## config.mk

```make
export PLATFORM = sky130hd
export DESIGN_NAME = tilt_angle_estimator_unit_flat
export DESIGN_NICKNAME = d
export VERILOG_FILES = /design/src/rtl/core/tae_pkg.sv /design/src/rtl/core/tae_if.sv /design/src/rtl/core/tilt_angle_estimator_unit.sv /design/src/rtl/core/tae_cordic_lane.sv /design/src/rtl/core/tae_smooth.sv /design/src/rtl/core/tae_rate.sv /design/src/flat_wrapper.sv
export SDC_FILE = /design/constraint.sdc
export NUM_CORES = 2
export LEC_CHECK = 0
export ABC_AREA = 0
export BUFFER_PORTS_ARGS = -buffer_cell sky130_fd_sc_hd__buf_2
export CORE_MARGIN = 2
export CORE_UTILIZATION = 50
export CTS_BUF_LIST = sky130_fd_sc_hd__clkbuf_8
export CTS_CLUSTER_DIAMETER = 150
export DETAILED_ROUTE_END_ITERATION = 6
export HOLD_SLACK_MARGIN = 0.06
export PLACE_DENSITY = 0.62
export REMOVE_ABC_BUFFERS = 1
export SKIP_CTS_REPAIR_TIMING = 1
export SLEW_MARGIN = 30
export SYNTH_ARGS = -nofsm -noshare
export SYNTH_HDL_FRONTEND = slang
export SYNTH_SLANG_ARGS = --single-unit
export TNS_END_PERCENT = 100
```

## constraint.sdc

```tcl
create_clock -name clk -period 12.95 [get_ports clk]
set_input_delay 1.9425 -clock clk [delete_from_list [all_inputs] [get_ports clk]]
set_output_delay 1.9425 -clock clk [all_outputs]
set_load 0.1 [all_outputs]
```

## src/rtl/core/tae_pkg.sv

```systemverilog
package tae_pkg;

	localparam int TAB_LEN          = 24;
	localparam int CORDIC_STEPS_DEF = 16;
	localparam int IDX_W            = 5;
	localparam int XY_W             = 20;
	localparam int Z_W              = 26;
	localparam int THETA_W          = 20;
	localparam int ANGLE_W          = 16;
	localparam int SHIFT_W          = 3;
	localparam int TAB_W            = 22;
	localparam int NUM_LANES        = 3;

	localparam logic [SHIFT_W-1:0] SHIFT_RESET = 3'd2;
	localparam logic [Z_W-1:0]     ANGLE_PI    = 26'd8388608;

	localparam logic signed [THETA_W-1:0] THETA_MAX = 20'sd524287;
	localparam logic signed [THETA_W-1:0] THETA_MIN = -20'sd524288;

	// Rate scaling: round(g * 4096 / 6000) = floor((1024 * |g| + 750) / 1500).
	localparam logic [20:0] RATE_RECIP = 21'd1431655;
	localparam logic [10:0] RATE_DIV   = 11'd1500;
	localparam logic [9:0]  RATE_BIAS  = 10'd750;

	typedef logic signed [THETA_W-1:0] theta_t;
	typedef logic signed [ANGLE_W-1:0] angle_t;

	typedef struct packed {
		logic             load;
		logic             step;
		logic [IDX_W-1:0] idx;
	} lane_ctl_t;

	function automatic logic [TAB_W-1:0] atan_entry(input logic [IDX_W-1:0] idx);
		logic [TAB_W-1:0] v;
		case (idx)
			5'd0:    v = 22'd2097152;
			5'd1:    v = 22'd1238021;
			5'd2:    v = 22'd654136;
			5'd3:    v = 22'd332050;
			5'd4:    v = 22'd166669;
			5'd5:    v = 22'd83416;
			5'd6:    v = 22'd41718;
			5'd7:    v = 22'd20860;
			5'd8:    v = 22'd10430;
			5'd9:    v = 22'd5215;
			5'd10:   v = 22'd2608;
			5'd11:   v = 22'd1304;
			5'd12:   v = 22'd652;
			5'd13:   v = 22'd326;
			5'd14:   v = 22'd163;
			5'd15:   v = 22'd81;
			5'd16:   v = 22'd41;
			5'd17:   v = 22'd20;
			5'd18:   v = 22'd10;
			5'd19:   v = 22'd5;
			5'd20:   v = 22'd3;
			5'd21:   v = 22'd1;
			5'd22:   v = 22'd1;
			default: v = 22'd0;
		endcase
		return v;
	endfunction

	// Sign extension from bit 10 as the sensor delivers it; bit 10 clear leaves w as is.
	function automatic logic signed [15:0] accel_value(input logic [15:0] w);
		logic [15:0] u;
		u = w[10] ? (w | 16'hF800) : w;
		return $signed(u);
	endfunction

endpackage

```

## src/rtl/core/tae_if.sv

```systemverilog
interface tae_in_if;
	logic        valid;
	logic        ready;
	logic [15:0] accel_x_word;
	logic [15:0] accel_y_word;
	logic [15:0] accel_z_word;
	logic signed [15:0] gyro_x_raw;
	logic signed [15:0] gyro_y_raw;
	logic signed [15:0] gyro_z_raw;

	modport source (output valid, accel_x_word, accel_y_word, accel_z_word,
		gyro_x_raw, gyro_y_raw, gyro_z_raw, input ready);
	modport sink (input valid, accel_x_word, accel_y_word, accel_z_word,
		gyro_x_raw, gyro_y_raw, gyro_z_raw, output ready);
endinterface

interface tae_out_if;
	logic        valid;
	logic        ready;
	logic signed [15:0] roll_angle;
	logic signed [15:0] pitch_angle;
	logic signed [15:0] yaw_angle;
	logic signed [15:0] roll_rate;
	logic signed [15:0] pitch_rate;
	logic signed [15:0] yaw_rate;

	modport source (output valid, roll_angle, pitch_angle, yaw_angle,
		roll_rate, pitch_rate, yaw_rate, input ready);
	modport sink (input valid, roll_angle, pitch_angle, yaw_angle,
		roll_rate, pitch_rate, yaw_rate, output ready);
endinterface

```

## src/rtl/core/tilt_angle_estimator_unit.sv

```systemverilog
// Tilt angle estimator.
// One item on the sample channel carries three raw accelerometer words and
// three gyro words; one item on the result channel carries three smoothed
// tilt angles (Q2.14, units of pi/2) and three gyro rates (Q4.12).
// The sample channel is ready only while the block is idle. An accepted item
// runs through three CORDIC lanes in parallel, one lane per angle, each
// doing one vectoring step per cycle; then the angles are captured, the
// averages updated and the result loaded. One item is in flight at a time:
// the block takes the next only after the result of the last is loaded.
// The result register parts the two sides: the next item is accepted while
// a finished result still waits. When the receiver stalls, a finished item
// waits before its result is loaded, with the averages already updated.
// Reset clears the averages to zero, the smoothing shift to 2 and empties
// the result register. The user must write the smoothing shift through
// cfg_wen and cfg_wdata while the block is idle; the block itself does not
// enforce it.
module tilt_angle_estimator_unit #(
	parameter int CORDIC_STEPS = tae_pkg::CORDIC_STEPS_DEF
) (
	input  logic                        clk,
	input  logic                        arst_n,
	tae_in_if.sink                      sample,
	tae_out_if.source                   result,
	input  logic                        cfg_wen,
	input  logic [tae_pkg::SHIFT_W-1:0] cfg_wdata
);
	import tae_pkg::*;

	localparam int RUN_STEPS = (CORDIC_STEPS > TAB_LEN) ? TAB_LEN : CORDIC_STEPS;
	localparam logic [IDX_W-1:0] LAST_IDX = IDX_W'(RUN_STEPS - 1);

	typedef enum logic [2:0] {
		ST_IDLE,
		ST_RUN,
		ST_THETA,
		ST_UPDATE,
		ST_LOAD
	} state_t;

	state_t             state_q;
	logic [IDX_W-1:0]   idx_q;
	logic [SHIFT_W-1:0] shift_q;
	logic               out_valid_q;
	lane_ctl_t          ctl;
	logic               accept, load_out;

	logic signed [15:0] ax, ay, az;
	logic signed [16:0] ly [NUM_LANES];
	logic signed [16:0] lx [NUM_LANES];
	theta_t             theta [NUM_LANES];
	angle_t             angle [NUM_LANES];
	logic signed [15:0] rate_x, rate_y, rate_z;

	assign sample.ready = (state_q == ST_IDLE);
	assign accept       = sample.valid && sample.ready;
	assign load_out     = (state_q == ST_LOAD) && (!out_valid_q || result.ready);

	assign ctl.load = accept;
	assign ctl.step = (state_q == ST_RUN);
	assign ctl.idx  = idx_q;

	// Operands: roll = atan2(ax, az), pitch = atan2(-ay, az), yaw = atan2(ay, ax).
	assign ax = accel_value(sample.accel_x_word);
	assign ay = accel_value(sample.accel_y_word);
	assign az = accel_value(sample.accel_z_word);

	assign ly[0] = 17'(ax);
	assign lx[0] = 17'(az);
	assign ly[1] = -17'(ay);
	assign lx[1] = 17'(az);
	assign ly[2] = 17'(ay);
	assign lx[2] = 17'(ax);

	for (genvar i = 0; i < NUM_LANES; i++) begin : g_lane
		tae_cordic_lane u_lane (
			.clk   (clk),
			.ctl   (ctl),
			.y_in  (ly[i]),
			.x_in  (lx[i]),
			.theta (theta[i])
		);
	end

	tae_smooth u_smooth (
		.clk     (clk),
		.arst_n  (arst_n),
		.capture (state_q == ST_THETA),
		.update  (state_q == ST_UPDATE),
		.shift   (shift_q),
		.theta   (theta),
		.angle   (angle)
	);

	// The rate units register through stages s1, s2 and s3 and settle long before the lanes finish.
	tae_rate u_rate_x (.clk(clk), .load(accept), .raw(sample.gyro_x_raw), .rate(rate_x));
	tae_rate u_rate_y (.clk(clk), .load(accept), .raw(sample.gyro_y_raw), .rate(rate_y));
	tae_rate u_rate_z (.clk(clk), .load(accept), .raw(sample.gyro_z_raw), .rate(rate_z));

	always_ff @(posedge clk or negedge arst_n) begin
		if (!arst_n) begin
			shift_q <= SHIFT_RESET;
		end else if (cfg_wen) begin
			shift_q <= cfg_wdata;
		end
	end

	always_ff @(posedge clk or negedge arst_n) begin
		if (!arst_n) begin
			state_q     <= ST_IDLE;
			idx_q       <= '0;
			out_valid_q <= 1'b0;
		end else begin
			// A new result takes the register; otherwise a taken one leaves it.
			if (load_out)
				out_valid_q <= 1'b1;
			else if (result.ready)
				out_valid_q <= 1'b0;
			case (state_q)
				ST_IDLE: begin
					idx_q <= '0;
					if (accept)
						state_q <= ST_RUN;
				end
				ST_RUN: begin
					idx_q <= idx_q + IDX_W'(1);
					if (idx_q == LAST_IDX)
						state_q <= ST_THETA;
				end
				ST_THETA: begin
					state_q <= ST_UPDATE;
				end
				ST_UPDATE: begin
					state_q <= ST_LOAD;
				end
				ST_LOAD: begin
					if (load_out)
						state_q <= ST_IDLE;
				end
				default: begin
					state_q <= ST_IDLE;
				end
			endcase
		end
	end

	always_ff @(posedge clk) begin
		if (load_out) begin
			result.roll_angle  <= angle[0];
			result.pitch_angle <= angle[1];
			result.yaw_angle   <= angle[2];
			result.roll_rate   <= rate_x;
			result.pitch_rate  <= rate_y;
			result.yaw_rate    <= rate_z;
		end
	end

	assign result.valid = out_valid_q;

	// The step index never runs past the last table entry in use.
	assert property (@(posedge clk) disable iff (!arst_n)
		(state_q == ST_RUN) |-> (idx_q <= LAST_IDX))
		else $error("step index beyond the last step");

	// An accepted item always enters the lane iterations next.
	assert property (@(posedge clk) disable iff (!arst_n)
		accept |=> (state_q == ST_RUN) && (idx_q == '0))
		else $error("accepted item did not start the lanes");

	// A waiting result is never overwritten.
	assert property (@(posedge clk) disable iff (!arst_n)
		(out_valid_q && !result.ready) |-> !load_out)
		else $error("pending result overwritten");

	// The averages change only once per item, after the lanes finished.
	assert property (@(posedge clk) disable iff (!arst_n)
		(state_q == ST_UPDATE) |-> $past(state_q) == ST_THETA)
		else $error("average update out of order");

endmodule

```

## src/rtl/core/tae_cordic_lane.sv

```systemverilog
module tae_cordic_lane (
	input  logic                    clk,
	input  tae_pkg::lane_ctl_t      ctl,
	input  logic signed [16:0]      y_in,
	input  logic signed [16:0]      x_in,
	output tae_pkg::theta_t         theta
);
	import tae_pkg::*;

	logic signed [XY_W-1:0] x_q, y_q, xe, ye, dx, dy;
	logic signed [Z_W-1:0]  z_q, tab;
	logic                   zero_q;
	logic signed [Z_W:0]    zr, zs;

	assign xe  = XY_W'(x_in);
	assign ye  = XY_W'(y_in);
	assign dx  = y_q >>> ctl.idx;
	assign dy  = x_q >>> ctl.idx;
	assign tab = $signed(Z_W'(atan_entry(ctl.idx)));

	always_ff @(posedge clk) begin
		if (ctl.load) begin
			zero_q <= (x_in == 17'sd0) && (y_in == 17'sd0);
			if (x_in < 0) begin
				x_q <= -xe;
				y_q <= -ye;
				z_q <= (y_in >= 0) ? $signed(ANGLE_PI) : -$signed(ANGLE_PI);
			end else begin
				x_q <= xe;
				y_q <= ye;
				z_q <= '0;
			end
		end else if (ctl.step) begin
			if (y_q >= 0) begin
				x_q <= x_q + dx;
				y_q <= y_q - dy;
				z_q <= z_q + tab;
			end else begin
				x_q <= x_q - dx;
				y_q <= y_q + dy;
				z_q <= z_q - tab;
			end
		end
	end

	// Round to Q2.18 and saturate.
	assign zr = (Z_W+1)'(z_q) + (Z_W+1)'(8);
	assign zs = zr >>> 4;

	always_comb begin
		if (zero_q)
			theta = '0;
		else if (zs > (Z_W+1)'(THETA_MAX))
			theta = THETA_MAX;
		else if (zs < (Z_W+1)'(THETA_MIN))
			theta = THETA_MIN;
		else
			theta = zs[THETA_W-1:0];
	end

endmodule

```

## src/rtl/core/tae_smooth.sv

```systemverilog
module tae_smooth (
	input  logic                          clk,
	input  logic                          arst_n,
	input  logic                          capture,
	input  logic                          update,
	input  logic [tae_pkg::SHIFT_W-1:0]   shift,
	input  tae_pkg::theta_t               theta [tae_pkg::NUM_LANES],
	output tae_pkg::angle_t               angle [tae_pkg::NUM_LANES]
);
	import tae_pkg::*;

	for (genvar i = 0; i < NUM_LANES; i++) begin : g_avg
		theta_t                  theta_s1;
		theta_t                  avg_q;
		logic signed [THETA_W:0] diff, stp, nxt, rnd, sh;

		assign diff = (THETA_W+1)'(theta_s1) - (THETA_W+1)'(avg_q);
		assign stp  = diff >>> shift;
		assign nxt  = (THETA_W+1)'(avg_q) + stp;

		always_ff @(posedge clk) begin
			if (capture)
				theta_s1 <= theta[i];
		end

		always_ff @(posedge clk or negedge arst_n) begin
			if (!arst_n) begin
				avg_q <= '0;
			end else if (update) begin
				avg_q <= nxt[THETA_W-1:0];
			end
		end

		assign rnd = (THETA_W+1)'(avg_q) + (THETA_W+1)'(8);
		assign sh  = rnd >>> 4;

		always_comb begin
			if (sh > (THETA_W+1)'(32767))
				angle[i] = 16'sh7FFF;
			else if (sh < -(THETA_W+1)'(32768))
				angle[i] = -16'sh8000;
			else
				angle[i] = sh[ANGLE_W-1:0];
		end
	end

endmodule

```

## src/rtl/core/tae_rate.sv

```systemverilog
module tae_rate (
	input  logic               clk,
	input  logic               load,
	input  logic signed [15:0] raw,
	output logic signed [15:0] rate
);
	import tae_pkg::*;

	logic [25:0] m_s1, m_s2, r;
	logic        neg_s1, neg_s2, neg_s3;
	logic [15:0] mag, q0_s2, q, q_s3;
	logic [46:0] prod;

	assign mag  = raw[15] ? 16'(-raw) : raw;
	assign prod = 47'(m_s1) * 47'(RATE_RECIP);
	assign r    = m_s2 - 26'(q0_s2) * 26'(RATE_DIV);
	assign q    = (r >= 26'(RATE_DIV)) ? q0_s2 + 16'd1 : q0_s2;

	always_ff @(posedge clk) begin
		if (load) begin
			m_s1   <= {mag[15:0], 10'd0} + 26'(RATE_BIAS);
			neg_s1 <= raw[15];
		end
		m_s2   <= m_s1;
		neg_s2 <= neg_s1;
		q0_s2  <= prod[46:31];
		neg_s3 <= neg_s2;
		q_s3   <= q;
	end

	assign rate = neg_s3 ? -$signed(q_s3) : $signed(q_s3);

endmodule

```

## src/flat_wrapper.sv

```systemverilog
// flat-port wrapper written by rule: the top's interface ports become plain ports
module tilt_angle_estimator_unit_flat import tae_pkg::*;
#(
	parameter int CORDIC_STEPS = tae_pkg::CORDIC_STEPS_DEF
)
  (clk, arst_n, cfg_wen, cfg_wdata, sample_valid, sample_accel_x_word, sample_accel_y_word, sample_accel_z_word, sample_gyro_x_raw, sample_gyro_y_raw, sample_gyro_z_raw, sample_ready, result_valid, result_roll_angle, result_pitch_angle, result_yaw_angle, result_roll_rate, result_pitch_rate, result_yaw_rate, result_ready);
  tae_in_if sample_i ();
  tae_out_if result_i ();
  input  logic clk;
  input  logic arst_n;
  input  logic cfg_wen;
  input  logic [tae_pkg::SHIFT_W-1:0] cfg_wdata;
  input wire logic [$bits(sample_i.valid)-1:0] sample_valid;
  input wire logic [$bits(sample_i.accel_x_word)-1:0] sample_accel_x_word;
  input wire logic [$bits(sample_i.accel_y_word)-1:0] sample_accel_y_word;
  input wire logic [$bits(sample_i.accel_z_word)-1:0] sample_accel_z_word;
  input wire logic [$bits(sample_i.gyro_x_raw)-1:0] sample_gyro_x_raw;
  input wire logic [$bits(sample_i.gyro_y_raw)-1:0] sample_gyro_y_raw;
  input wire logic [$bits(sample_i.gyro_z_raw)-1:0] sample_gyro_z_raw;
  output wire logic [$bits(sample_i.ready)-1:0] sample_ready;
  output wire logic [$bits(result_i.valid)-1:0] result_valid;
  output wire logic [$bits(result_i.roll_angle)-1:0] result_roll_angle;
  output wire logic [$bits(result_i.pitch_angle)-1:0] result_pitch_angle;
  output wire logic [$bits(result_i.yaw_angle)-1:0] result_yaw_angle;
  output wire logic [$bits(result_i.roll_rate)-1:0] result_roll_rate;
  output wire logic [$bits(result_i.pitch_rate)-1:0] result_pitch_rate;
  output wire logic [$bits(result_i.yaw_rate)-1:0] result_yaw_rate;
  input wire logic [$bits(result_i.ready)-1:0] result_ready;
  assign sample_i.valid = sample_valid;
  assign sample_i.accel_x_word = sample_accel_x_word;
  assign sample_i.accel_y_word = sample_accel_y_word;
  assign sample_i.accel_z_word = sample_accel_z_word;
  assign sample_i.gyro_x_raw = sample_gyro_x_raw;
  assign sample_i.gyro_y_raw = sample_gyro_y_raw;
  assign sample_i.gyro_z_raw = sample_gyro_z_raw;
  assign sample_ready = sample_i.ready;
  assign result_valid = result_i.valid;
  assign result_roll_angle = result_i.roll_angle;
  assign result_pitch_angle = result_i.pitch_angle;
  assign result_yaw_angle = result_i.yaw_angle;
  assign result_roll_rate = result_i.roll_rate;
  assign result_pitch_rate = result_i.pitch_rate;
  assign result_yaw_rate = result_i.yaw_rate;
  assign result_i.ready = result_ready;
  tilt_angle_estimator_unit #(.CORDIC_STEPS(CORDIC_STEPS)) u_core (.clk(clk), .arst_n(arst_n), .sample(sample_i), .result(result_i), .cfg_wen(cfg_wen), .cfg_wdata(cfg_wdata));
endmodule
```

==> summary.txt <==
Global routing
  – Largest net degree at the start of global routing: 138
  – First-pass GRT wire length: 364100 um
  – Total GRT Usage: 25.64%
  – Initial antenna violation count: 17
  – Vias in the first global route: 68160
  – Grt ovf: 0

Clocking
  – CTS tree: done
  – Clk root buf: clkbuf_8
  – Reg clk slew, reported paths: 0.06 ns
  – H-tree Lvls: 4
  – CTS max path bufs: 3
  – Clk Latency, worst-skew pair: 0.89 ns
  – Total CTS buffers: 131
  – CTS Sinks: 630

Detailed routing
  – Pre-Repair DR Iteration Count: 7
  – Initial DRC Count: 4567
  – Via count: 68780
  – DR WL/cell: 18.53 um
  – Final wirelength: 225100 um
  – Vias per cell: 5.664
  – Remaining DRCs: 1
  – Routed Antenna Nets: 0

Timing
  – Post-Route Setup TNS: 0 ns
  – Fin worst setup slack: 4.718 ns
  – Worst slew pin tran: 0.9862 ns
  – Final setup vio count: 0
  – Worst slew margin: 33.42%
  – Unrepaired setup endpoints after global routing: false
  – Fin crit share: 63.57%
  – FMAX: 0.1215 GHz
  – Minimum clock period after layout: 8.232 ns
  – Max Slew Vio Count: 0
  – Final Skew: 0.04392 ns
  – Final hold viol count: 0

Critical path
  – Worst EP arrival: 8.98 ns
  – Required @ worst endpoint: 13.69 ns
  – Critical path type: flip-flop to flip-flop
  – CP max stage delay: 0.60 ns
  – WP buf/inv: 3
  – Critical Path End Type: flip-flop
  – Worst-path maximum fanout: 16
  – Worst path slowest cell: dfxtp_1
  – Crit path launch type: flip-flop
  – Top delay family on crit path: compound AO/OA/AOI/OAI gates

Synth
  – Sequential share of the synthesized area: 19.73%
  – Dominant cell type by area after synthesis: ha_1
  – Yosys top cell area share: 16.34%
  – Ys async rst share: 11.43%
  – Synth Flop Type: edfxtp_1
  – Warnings from Yosys: 0
  – Synthesized netlist cell count: 9605
  – Area of the mapped netlist: 0.08647 mm2
  – EDFF count, synth: 408
  – Seq cells post-synth: 630
  – Area contributors post-synth: ha_1, fa_1, edfxtp_1
  – Avg Cell Area, Syn: 9.003 um2
  – Synth cell types: 115

Hold path
  – Worst min path class: flip-flop to flip-flop

Place
  – GPL Wtd Cong: 0.9265
  – Cell area after placement: 0.08960 mm2
  – Number of buffers added on ports: 201
  – DP HPWL: 179000 um
  – DP Worst Slack: 4.695 ns

Floorplanning
  – Top Ports: 202
  – Core area: 0.1717 mm2
  – Die extent in x: 419.9 um
  – # rows: 152
  – Initial core utilization: 50.35%
  – Die H: 419.9 um
  – Die area: 0.1763 mm2

Finish
  – Syn-to-layout area delta: 6.814%
  – Fin nets: 11570
  – Leading cell types in the layout, fill and taps excluded: inv_1, ha_1, nand2_1
  – Final core utilization: 53.78%
  – Layout cell share with drive strength beyond 1: 7.843%
  – Commonest non-fill, non-tap cell in the layout: inv_1
  – Final instance area: 0.09236 mm2

Outcome
  – Failing checks: design-rule violations
  – Status: finished with violations

Run
  – Max-cap violations: 0
==> per-layer routing <==
layer  up-vias  track usage (%)  part of all wire, %
met4         4            6.987                  2.4
li1      33550                -                    -
met5         -                0               0.0089
met2      1651            42.25                   47
met1     33260            35.21                   45
met3       323            3.523                  5.2
==> area by class of cell <==
class                      count  area (um2)
fill                       15780       79370
multi-input combinational   7270       62900
sequential                   630       17080
inverter                    1431        5381
tap                         2310        2890
clock buffer                 143        1968
timing repair buffer         250        1416
clock inverter                94       689.4
antenna                       16       40.04
==> state kept, by name (all words and copies together), names as in the netlist, 60 cells and up <==
| name | flops |
|---|---|
| u_core.u_smooth.g_avg.theta_s1 | 60 |
| u_core.u_smooth.g_avg.avg_q | 60 |
| u_core.g_lane.u_lane.y_q | 60 |
| u_core.g_lane.u_lane.x_q | 60 |
| u_core.g_lane.u_lane.z_q | 78 |
==> worst reg2reg max path: cells and delay by family (launching register included) <==
family / cells / cell delay, ns
muxes: 2 / 0.53
and+or+nand+nor: 6 / 1.14
adders and majority gates: 6 / 2.46
AOI/OAI and AO/OA: 11 / 2.83
buffers and inverters: 3 / 0.36
xor gates and xnor gates: 1 / 0.19
DFF: 1 / 0.60
==> logic make-up (layout without fill, tap and decap cells) <==
logic type | Yosys count | count (layout) | synth area share (%)
compound gates | 2082 | 2082 | 15.17
simple gates | 2296 | 2296 | 12.59
xor+xnor | 779 | 779 | 7.890
other cells | 0 | 16 | 0
fa+ha+maj | 1756 | 1756 | 30.83
buf+inv | 1705 | 1918 | 7.615
flops | 630 | 630 | 19.73
mux | 357 | 357 | 6.181
==> stage by stage <==
stage | hold WS (ns) | cells
floorplan | 0.3096 | 9331
global placement | 0.3205 | 11890
detailed placement | 0.3121 | 11890
CTS | 0.3183 | 12130
global route | 0.3367 | 12140
finish | 0.3203 | 12140
==> cells in the mapped netlist, types with 43 or more instances <==
cell type	number
inv_1	1423
ha_1	1129
nand2_1	710
fa_1	625
nor2_1	618
o21ai_0	614
a21oi_1	520
xnor2_1	476
edfxtp_1	408
xor2_1	303
a21o_1	201
nand3_1	194
clkbuf_1	182
nor3_1	161
dfxtp_1	150
mux2i_1	139
mux4_2	114
nand2b_1	103
o21a_1	89
mux2_2	88
and3_1	78
nor2b_1	73
a211oi_1	72
dfrtp_1	71
o31ai_1	70
a31oi_1	67
or3_1	62
nand4_1	53
o211ai_1	53
o21bai_1	53
o22ai_1	43
==> worst paths after layout <==
kind | end | slack, ns | cells after the start | start
max | u_core.u_rate_y.q_s3[1] | 4.72 | 29 | u_core.u_rate_y.q0_s2[6]
min | u_core.u_rate_y.neg_s3 | 0.32 | 0 | u_core.u_rate_y.neg_s2
max reg2reg | u_core.u_rate_y.q_s3[1] | 4.72 | 29 | u_core.u_rate_y.q0_s2[6]
min reg2reg | u_core.u_rate_y.neg_s3 | 0.32 | 0 | u_core.u_rate_y.neg_s2
max in group asynchronous | u_core.idx_q[1] | 10.78 | 2 | arst_n
min in group asynchronous | u_core.u_smooth.g_avg[0].avg_q[14] | 1.04 | 1 | arst_n
Power is not shown: default switching activity piles up to over one toggle a cycle in this logic, so the estimate is an artifact.
